### src/rtl/bmc_pkg.sv
// Shared constants, types and the character decoder for the bracket mismatch counter.
package bmc_pkg;

  localparam int unsigned STACK_DEPTH = 1024;
  localparam int unsigned ADDR_W      = $clog2(STACK_DEPTH);
  localparam int unsigned LEVEL_W     = $clog2(STACK_DEPTH + 1);
  localparam int unsigned COUNT_W     = 16;
  localparam int unsigned KIND_W      = 2;

  localparam logic [7:0] CHAR_OPEN_PAREN   = 8'h28;
  localparam logic [7:0] CHAR_OPEN_SQUARE  = 8'h5B;
  localparam logic [7:0] CHAR_OPEN_CURLY   = 8'h7B;
  localparam logic [7:0] CHAR_OPEN_ANGLE   = 8'h3C;
  localparam logic [7:0] CHAR_CLOSE_PAREN  = 8'h29;
  localparam logic [7:0] CHAR_CLOSE_SQUARE = 8'h5D;
  localparam logic [7:0] CHAR_CLOSE_CURLY  = 8'h7D;
  localparam logic [7:0] CHAR_CLOSE_ANGLE  = 8'h3E;

  typedef enum logic [KIND_W-1:0] {
    KIND_PAREN  = 2'd0,
    KIND_SQUARE = 2'd1,
    KIND_CURLY  = 2'd2,
    KIND_ANGLE  = 2'd3
  } bracket_kind_e;

  typedef struct packed {
    logic          is_open;
    logic          is_close;
    bracket_kind_e kind;
  } char_class_t;

  typedef struct packed {
    logic               impossible;
    logic               stack_overflow;
    logic [COUNT_W-1:0] replace_count;
  } result_t;

  function automatic char_class_t classify(input logic [7:0] c);
    char_class_t r;
    r.is_open  = 1'b0;
    r.is_close = 1'b0;
    r.kind     = KIND_PAREN;
    case (c)
      CHAR_OPEN_PAREN:   begin r.is_open  = 1'b1; r.kind = KIND_PAREN;  end
      CHAR_OPEN_SQUARE:  begin r.is_open  = 1'b1; r.kind = KIND_SQUARE; end
      CHAR_OPEN_CURLY:   begin r.is_open  = 1'b1; r.kind = KIND_CURLY;  end
      CHAR_OPEN_ANGLE:   begin r.is_open  = 1'b1; r.kind = KIND_ANGLE;  end
      CHAR_CLOSE_PAREN:  begin r.is_close = 1'b1; r.kind = KIND_PAREN;  end
      CHAR_CLOSE_SQUARE: begin r.is_close = 1'b1; r.kind = KIND_SQUARE; end
      CHAR_CLOSE_CURLY:  begin r.is_close = 1'b1; r.kind = KIND_CURLY;  end
      CHAR_CLOSE_ANGLE:  begin r.is_close = 1'b1; r.kind = KIND_ANGLE;  end
      default:           r.kind = KIND_PAREN;
    endcase
    return r;
  endfunction

endpackage

### src/rtl/bmc_ram.sv
// Generic single-port-write, single-port-read RAM with registered read data.
module bmc_ram #(
  parameter int unsigned WIDTH = 2,
  parameter int unsigned DEPTH = 1024
) (
  input  logic                     clk_i,
  input  logic                     we_i,
  input  logic [$clog2(DEPTH)-1:0] waddr_i,
  input  logic [WIDTH-1:0]         wdata_i,
  input  logic [$clog2(DEPTH)-1:0] raddr_i,
  output logic [WIDTH-1:0]         rdata_o
);

  logic [WIDTH-1:0] mem_q [DEPTH];
  logic [WIDTH-1:0] rdata_q;

  always_ff @(posedge clk_i) begin
    if (we_i) begin
      mem_q[waddr_i] <= wdata_i;
    end
    rdata_q <= mem_q[raddr_i];
  end

  assign rdata_o = rdata_q;

endmodule

### src/rtl/bmc_engine.sv
// Stack engine: cached top of stack, RAM for deeper entries, counters and flags.
module bmc_engine (
  input  logic             clk_i,
  input  logic             rst_ni,
  input  logic             fire_i,
  input  logic [7:0]       char_code_i,
  input  logic             last_char_i,
  output bmc_pkg::result_t result_o
);

  localparam logic [bmc_pkg::LEVEL_W-1:0] LevelFull = bmc_pkg::LEVEL_W'(bmc_pkg::STACK_DEPTH);
  localparam logic [bmc_pkg::COUNT_W-1:0] CountMax  = '1;

  logic [bmc_pkg::LEVEL_W-1:0] level_q, level_d;
  logic [bmc_pkg::COUNT_W-1:0] count_q, count_d;
  logic                        failed_q, failed_d;
  logic                        ovf_q, ovf_d;
  bmc_pkg::bracket_kind_e      top_q, top_d;
  logic                        byp_q;
  logic [bmc_pkg::KIND_W-1:0]  byp_data_q;

  logic                        wr_en;
  logic [bmc_pkg::ADDR_W-1:0]  wr_addr;
  logic [bmc_pkg::ADDR_W-1:0]  rd_addr;
  logic [bmc_pkg::KIND_W-1:0]  ram_rdata;
  logic [bmc_pkg::KIND_W-1:0]  below;
  bmc_pkg::char_class_t        cls;
  logic [bmc_pkg::LEVEL_W-1:0] level_upd;
  logic [bmc_pkg::COUNT_W-1:0] count_upd;
  logic                        failed_upd, ovf_upd;
  bmc_pkg::bracket_kind_e      top_upd;

  // The entry just under the top: the RAM holds it, unless it was written last cycle.
  assign below = byp_q ? byp_data_q : ram_rdata;
  assign cls   = bmc_pkg::classify(char_code_i);

  always_comb begin
    level_upd  = level_q;
    count_upd  = count_q;
    failed_upd = failed_q;
    ovf_upd    = ovf_q;
    top_upd    = top_q;
    wr_en      = 1'b0;
    wr_addr    = bmc_pkg::ADDR_W'(level_q - bmc_pkg::LEVEL_W'(1));
    if (fire_i && !failed_q && !ovf_q) begin
      if (cls.is_open) begin
        if (level_q == LevelFull) begin
          ovf_upd = 1'b1;
        end else begin
          // The old top moves into the RAM; the new bracket becomes the cached top.
          wr_en     = (level_q != '0);
          top_upd   = cls.kind;
          level_upd = level_q + bmc_pkg::LEVEL_W'(1);
        end
      end else if (level_q == '0) begin
        failed_upd = 1'b1;
      end else begin
        level_upd = level_q - bmc_pkg::LEVEL_W'(1);
        top_upd   = bmc_pkg::bracket_kind_e'(below);
        if (cls.is_close && (cls.kind != top_q) && (count_q != CountMax)) begin
          count_upd = count_q + bmc_pkg::COUNT_W'(1);
        end
      end
    end

    result_o.impossible     = failed_upd || (level_upd != '0);
    result_o.stack_overflow = ovf_upd;
    result_o.replace_count  = count_upd;

    if (fire_i && last_char_i) begin
      level_d  = '0;
      count_d  = '0;
      failed_d = 1'b0;
      ovf_d    = 1'b0;
    end else begin
      level_d  = level_upd;
      count_d  = count_upd;
      failed_d = failed_upd;
      ovf_d    = ovf_upd;
    end
    top_d = top_upd;
    // Always prefetch the entry under the next top.
    rd_addr = bmc_pkg::ADDR_W'(level_d - bmc_pkg::LEVEL_W'(2));
  end

  always_ff @(posedge clk_i or negedge rst_ni) begin
    if (!rst_ni) begin
      level_q  <= '0;
      count_q  <= '0;
      failed_q <= 1'b0;
      ovf_q    <= 1'b0;
      top_q    <= bmc_pkg::KIND_PAREN;
      byp_q    <= 1'b0;
    end else begin
      level_q  <= level_d;
      count_q  <= count_d;
      failed_q <= failed_d;
      ovf_q    <= ovf_d;
      top_q    <= top_d;
      byp_q    <= wr_en;
    end
  end

  always_ff @(posedge clk_i) begin
    byp_data_q <= top_q;
  end

  bmc_ram #(
    .WIDTH (bmc_pkg::KIND_W),
    .DEPTH (bmc_pkg::STACK_DEPTH)
  ) u_stack_ram (
    .clk_i   (clk_i),
    .we_i    (wr_en),
    .waddr_i (wr_addr),
    .wdata_i (top_q),
    .raddr_i (rd_addr),
    .rdata_o (ram_rdata)
  );

`ifndef SYNTHESIS
  a_level_bound: assert property (@(posedge clk_i) disable iff (!rst_ni)
    level_q <= LevelFull)
    else $error("stack level beyond depth");

  a_ovf_full: assert property (@(posedge clk_i) disable iff (!rst_ni)
    ovf_q |-> (level_q == LevelFull))
    else $error("overflow flag with stack not full");

  a_last_clears: assert property (@(posedge clk_i) disable iff (!rst_ni)
    (fire_i && last_char_i) |=> (level_q == '0 && count_q == '0 && !failed_q && !ovf_q))
    else $error("state not cleared after last beat");

  a_count_monotonic: assert property (@(posedge clk_i) disable iff (!rst_ni)
    !(fire_i && last_char_i) |=> (count_q >= $past(count_q)))
    else $error("replacement count went down within a sequence");

  a_dead_holds: assert property (@(posedge clk_i) disable iff (!rst_ni)
    (failed_q && !(fire_i && last_char_i)) |=> (level_q == $past(level_q)))
    else $error("stack moved after a failure");
`endif

endmodule

### src/rtl/bracket_mismatch_counter_core.sv
// Top level of the bracket mismatch counter: stream ports, input and result registers.
//
// Usage: characters arrive one per beat on the slave stream, s_axis_tdata carrying the
// byte and s_axis_tlast marking the final character of a sequence. Opening brackets
// push their kind onto a stack of STACK_DEPTH entries; every other byte pops it, and a
// closing bracket of a different kind than the popped entry adds one to a saturating
// replacement count. A pop on an empty stack marks the sequence as failed and a push on a
// full one as overflowed; in both cases the remaining characters are ignored.
// Exactly one result beat leaves on the master stream per sequence, after its last
// character: impossible, stack_overflow and the replacement count. State then clears.
// Throughput: one character per clock cycle unless a last character waits for the result
// register. The top of the stack is cached in a flop and the next entry down is prefetched
// from the stack RAM every cycle, with a bypass of the entry written in the previous cycle,
// so back-to-back pushes and pops never wait. An accepted character waits in the input
// register until it fires; the result of a last one is registered and shown on m_axis.
// Reset clears all control state; the stack RAM needs no clearing, since only entries
// written within the current sequence are ever read.
// When the receiver stalls, characters that are not last keep flowing; only a last
// character waits in the input register until the result register is free.
module bracket_mismatch_counter_core (
  input  logic        clk_i,
  input  logic        rst_ni,
  input  logic        s_axis_tvalid,
  output logic        s_axis_tready,
  input  logic [7:0]  s_axis_tdata,   // [7:0] char_code
  input  logic        s_axis_tlast,   // last_char
  output logic        m_axis_tvalid,
  input  logic        m_axis_tready,
  output logic [23:0] m_axis_tdata    // [0] impossible, [1] stack_overflow,
                                      // [17:2] replace_count, [23:18] zero
);

  logic             in_valid_q;
  logic [7:0]       in_char_q;
  logic             in_last_q;
  logic             out_valid_q;
  bmc_pkg::result_t out_q;
  bmc_pkg::result_t result;
  logic             fire;
  logic             s_accept;

  // The held beat advances unless it is last and the result register is still occupied.
  assign fire          = in_valid_q && (!in_last_q || !out_valid_q || m_axis_tready);
  assign s_axis_tready = !in_valid_q || fire;
  assign s_accept      = s_axis_tvalid && s_axis_tready;

  always_ff @(posedge clk_i or negedge rst_ni) begin
    if (!rst_ni) begin
      in_valid_q  <= 1'b0;
      out_valid_q <= 1'b0;
    end else begin
      if (s_axis_tready) begin
        in_valid_q <= s_axis_tvalid;
      end
      if (fire && in_last_q) begin
        out_valid_q <= 1'b1;
      end else if (m_axis_tready) begin
        out_valid_q <= 1'b0;
      end
    end
  end

  // Payload registers carry no reset.
  always_ff @(posedge clk_i) begin
    if (s_accept) begin
      in_char_q <= s_axis_tdata;
      in_last_q <= s_axis_tlast;
    end
    if (fire && in_last_q) begin
      out_q <= result;
    end
  end

  bmc_engine u_engine (
    .clk_i       (clk_i),
    .rst_ni      (rst_ni),
    .fire_i      (fire),
    .char_code_i (in_char_q),
    .last_char_i (in_last_q),
    .result_o    (result)
  );

  assign m_axis_tvalid = out_valid_q;
  assign m_axis_tdata  = {6'd0, out_q.replace_count, out_q.stack_overflow, out_q.impossible};

endmodule
### config.mk
export PLATFORM = sky130hd
export DESIGN_NAME = bracket_mismatch_counter_core
export DESIGN_NICKNAME = d
export VERILOG_FILES = /design/src/rtl/bmc_pkg.sv /design/src/rtl/bmc_ram.sv /design/src/rtl/bmc_engine.sv /design/src/rtl/bracket_mismatch_counter_core.sv
export SDC_FILE = /design/constraint.sdc
export NUM_CORES = 2
export LEC_CHECK = 0
export BUFFER_PORTS_ARGS = -buffer_cell sky130_fd_sc_hd__buf_2
export CORE_ASPECT_RATIO = 1.75
export CORE_UTILIZATION = 45
export CTS_BUF_LIST = sky130_fd_sc_hd__clkbuf_4 sky130_fd_sc_hd__clkbuf_8
export DETAILED_ROUTE_END_ITERATION = 16
export HOLD_SLACK_MARGIN = 0.12
export PLACE_DENSITY_LB_ADDON = 0.2
export SLEW_MARGIN = 20
export SYNTH_ARGS = -nofsm -noshare
export SYNTH_HDL_FRONTEND = slang
export SYNTH_SLANG_ARGS = --single-unit
export TNS_END_PERCENT = 1
### constraint.sdc
create_clock -name clk_i -period 13.6 [get_ports clk_i]
set_input_delay 2.04 -clock clk_i [delete_from_list [all_inputs] [get_ports clk_i]]
set_output_delay 2.04 -clock clk_i [all_outputs]
set_load 0.01 [all_outputs]
==> key figures <==
Run status
  – Status: finished, final reports clean

Clock network
  – Max Buffers Root-to-Sink: 4
  – Post-CTS sizing: 0
  – Postcts setup bufs: 0
  – H-tree levels: 5
  – Clk_lat worst skew: 0.98 ns
  – Clock Tree Root: clkbuf_8
  – # clock sinks: 2,113
  – CTS tree: built
  – TritonCTS Buffers: 303
  – Hold_buf cts: 0
  – Clock-pin slew on the worst setup and hold paths: 0.07 ns

Synthesis
  – Synth top area share: 0.671
  – Register area share after synthesis: 0.681
  – Area leader, netlist: edfxtp_1
  – Number of enable flip-flop cells after synthesis: 2,075
  – Synthesized flop and latch total: 2,113
  – Mapped Cells: 6,954
  – Number of synthesis warnings: 0
  – Unique masters post-synth: 109
  – Ys async rst share: 0.0161
  – Syn Area/Cell: 13.3 µm²
  – Cell Area, Synth: 92,800 µm²
  – Ys flop type: edfxtp_1
  – Synth top area cells: edfxtp_1 67%, nor2_1 5.5%, mux4_2 4.8%

Cells and area
  – Share of cells above drive strength 1: 0.147
  – Footprint of the multi-input gates: 27,000 µm²
  – Design Area, Final: 101,000 µm²
  – Layout area overhead: 9.04%
  – Fill count: 17,700
  – Reg area: 63,300 µm²
  – # nets final: 6,848

GRT
  – Antenna violations before repair: 17
  – Global-route wire length before repair: 482 mm
  – Total track usage: 0.326
  – Largest net degree at the start of global routing: 242
  – Vias in the first global route: 65,300
  – Grt ovf: 0

Placement
  – Global placement routability congestion: 0.966
  – Placed cell areas: 95,400 µm²
  – IO buf count: 32
  – Hpwl dp: 197 mm
  – DP Worst Slack: 4.38 ns

Setup path
  – Reg-to-Reg End: u_engine.u_stack_ram.rdata_o[0]
  – Startpoint Class: flop
  – WP data arrival: 9.67 ns
  – CP Max Fanout: 46
  – Critical Path End Type: flop
  – Reg2reg start: u_engine.level_q[0]
  – Reg2Reg Depth: 18
  – Req. time, crit path: 14.46 ns
  – Minimum setup slack among reg-to-reg paths: 4.79 ns
  – Kind of critical path: reg2reg

Floorplan
  – Initial core utilization: 0.453
  – Num rows: 220
  – Die Area: 208,000 µm²
  – DIE HEIGHT: 603 µm
  – Core box area: 205,000 µm²
  – Die width: 345 µm
  – # IOs: 39

Power
  – LEAKAGE: 30.9 nW
  – Peak VDD IR: 0.282 mV
  – Cell Pwr Density: 271 nW/µm²

STA
  – Max transition margin: 0.130
  – Worst-Margin Slew: 1.30 ns
  – Final setup vio count: 0
  – Final Hold Vio Count: 0
  – Fmax: 0.114 GHz
  – RSZ-0062 raised after global routing: no
  – Crit path time final: 8.81 ns
  – Clock Skew: 0.0718 ns
  – Crit share post-route: 0.648
  – Worst setup margin: 4.79 ns
  – Slew Limit Fails: 0

Worst hold path
  – Hold depth: 1
  – Worst hold path type: reg2reg
  – Hold Crit Start: u_engine.ovf_q
  – Worst Hold Endpoint: m_axis_tdata[1]

Detailed routing
  – Avg WL per Cell: 35.6 µm
  – Wl on met1: 114 mm
  – DR top layer: met5
  – DR DRC count: 0
  – Via Count: 66,000
  – Routed wl met3: 35.0 mm
  – TritonRoute pass-1 iters: 8
  – Drt via density: 6.78
  – Met2 Wirelength: 164 mm
  – Final ANT Viol Nets: 0
  – DRT iter0 DRCs: 9,479
  – Final wirelength: 346 mm

Job
  – Max-cap violations: 0
[where the power goes]
group / internal (W) / switching, W / leakage (nW) / total, W
registers: 0.00814 / 0.000135 / 19.2 / 0.00827
logic: 0.00353 / 0.0106 / 8.60 / 0.0142
clock network: 0.00253 / 0.00248 / 3.04 / 0.00500
total: 0.0142 / 0.0132 / 30.9 / 0.0274
[cells in the mapped netlist (37+ instances only)]
library cell and n:
buf_2 105, o22ai_1 87, o31ai_1 51, nand4_1 42
mux2i_1 80, nor4_1 37, nor3_1 270, o2111ai_1 39
o221ai_1 49, o32ai_1 98, o211ai_1 93, o21ai_0 131
clkbuf_1 449, mux4_2 197, a31oi_1 48, a211oi_1 62
or3_1 148, nand2_1 469, o32a_1 47, edfxtp_1 2075
o311ai_0 90, buf_1 48, nand3_1 120, nor2_1 1349
a21oi_1 158
[registers in the layout, indices dropped and copies added, names as in the netlist, 2 cells and up]
signal                        cells
m_axis_tdata                     18
u_engine.u_stack_ram.mem_q     2048
u_engine.count_q                 16
u_engine.top_q                    2
in_char_q                         8
u_engine.byp_data_q               2
u_engine.u_stack_ram.rdata_o      2
u_engine.level_q                 11
[per-stage QoR]
stage	std cells	power [W]	hold WS, ns	TNS (ns)	util
5_1_grt	9715	0.0278	0.616	0	0.493
2_1_floorplan	6959	0.0164	0.508	-898.30	-
6_report	9726	0.0274	0.599	0	0.494
3_5_place_dp	9185	0.0219	0.575	0	0.465
3_3_place_gp	9184	0.0219	0.572	0	0.465
4_1_cts	9712	0.0269	0.593	0	0.493
[layout make-up]
type / instances / share of cell area
multi-input cells: 4172 / 0.267
diodes: 13 / 0.000321
flip-flops and latches: 2113 / 0.625
repair buffers: 222 / 0.0172
clock buffers: 416 / 0.0506
well taps: 2664 / 0.0329
inverters: 15 / 0.000742
clock inverters: 111 / 0.00623
[how the worst max path moves through the flow]
stage | from | to | slack (ns)
after floorplan | u_engine.top_q[1] | u_engine.u_stack_ram.mem_q[0][1] | -0.88
after global placement | m_axis_tready | u_engine.u_stack_ram.rdata_o[0] | 4.02
after detailed placement | m_axis_tready | u_engine.u_stack_ram.rdata_o[1] | 4.38
after CTS | u_engine.level_q[0] | u_engine.u_stack_ram.rdata_o[0] | 4.99
after global routing | u_engine.level_q[0] | u_engine.u_stack_ram.rdata_o[0] | 4.67
final | u_engine.level_q[0] | u_engine.u_stack_ram.rdata_o[0] | 4.79
[worst max-delay path, stage by stage (launching register included)]
cell	delay, ns
dfrtp_4	0.68
inv_2	0.54
ha_1	0.36
nor2b_1	0.35
nand4_1	0.44
nor4_1	0.79
o31ai_4	0.31
nand3_4	0.70
clkinv_2	0.88
buf_4	0.66
buf_4	0.37
nand2_1	0.10
a32o_1	0.17
nor3_1	0.08
a31oi_1	0.78
a22oi_1	0.15
nand3_1	0.32
nand4_1	0.47
a41o_1	0.39
[cell families after synthesis]
kind of cell	after synthesis	share of synthesized area
compound gates	1248	0.102
flops	2113	0.681
simple gates	2583	0.122
buf+inv	674	0.0324
fa+ha+maj	8	0.00108
xor+xnor	33	0.00311
mux	294	0.0586
other cells	1	0.0000404
[cells in the final DEF (no fill, tap or decap), types with 16 or more instances in the layout]
cell type and n:
o21ai_0 131, o32a_1 47, a31oi_1 47, a2111oi_0 20
nand4_1 42, dfrtp_1 31, clkbuf_8 319, o32ai_1 98
clkinv_2 33, clkbuf_4 97, a211oi_1 62, nor4_1 35
mux4_2 197, nor2_1 1342, and2_1 29, or3_1 146
nand3_1 118, nand2_4 17, clkinv_1 63, xnor2_1 17
and3_1 23, a32oi_1 25, buf_4 177, o221ai_1 49
mux2i_1 79, a21oi_1 156, a221oi_1 19, o311ai_0 89
o211ai_1 93, nand2b_1 24, o22ai_1 87, o2111ai_1 39
nand2_2 27, buf_2 32, or4_1 16, o31ai_1 51
a311oi_1 30, nand2_1 427, edfxtp_1 2075, nor3_1 262
[per-layer routing]
metal  up-vias  track usage
met5         -            0
met4        12        0.274
met3      1322       0.0653
met2      4516        0.528
met1     33400        0.373
li1      26700            -
Power figures use the tool's default switching activity.
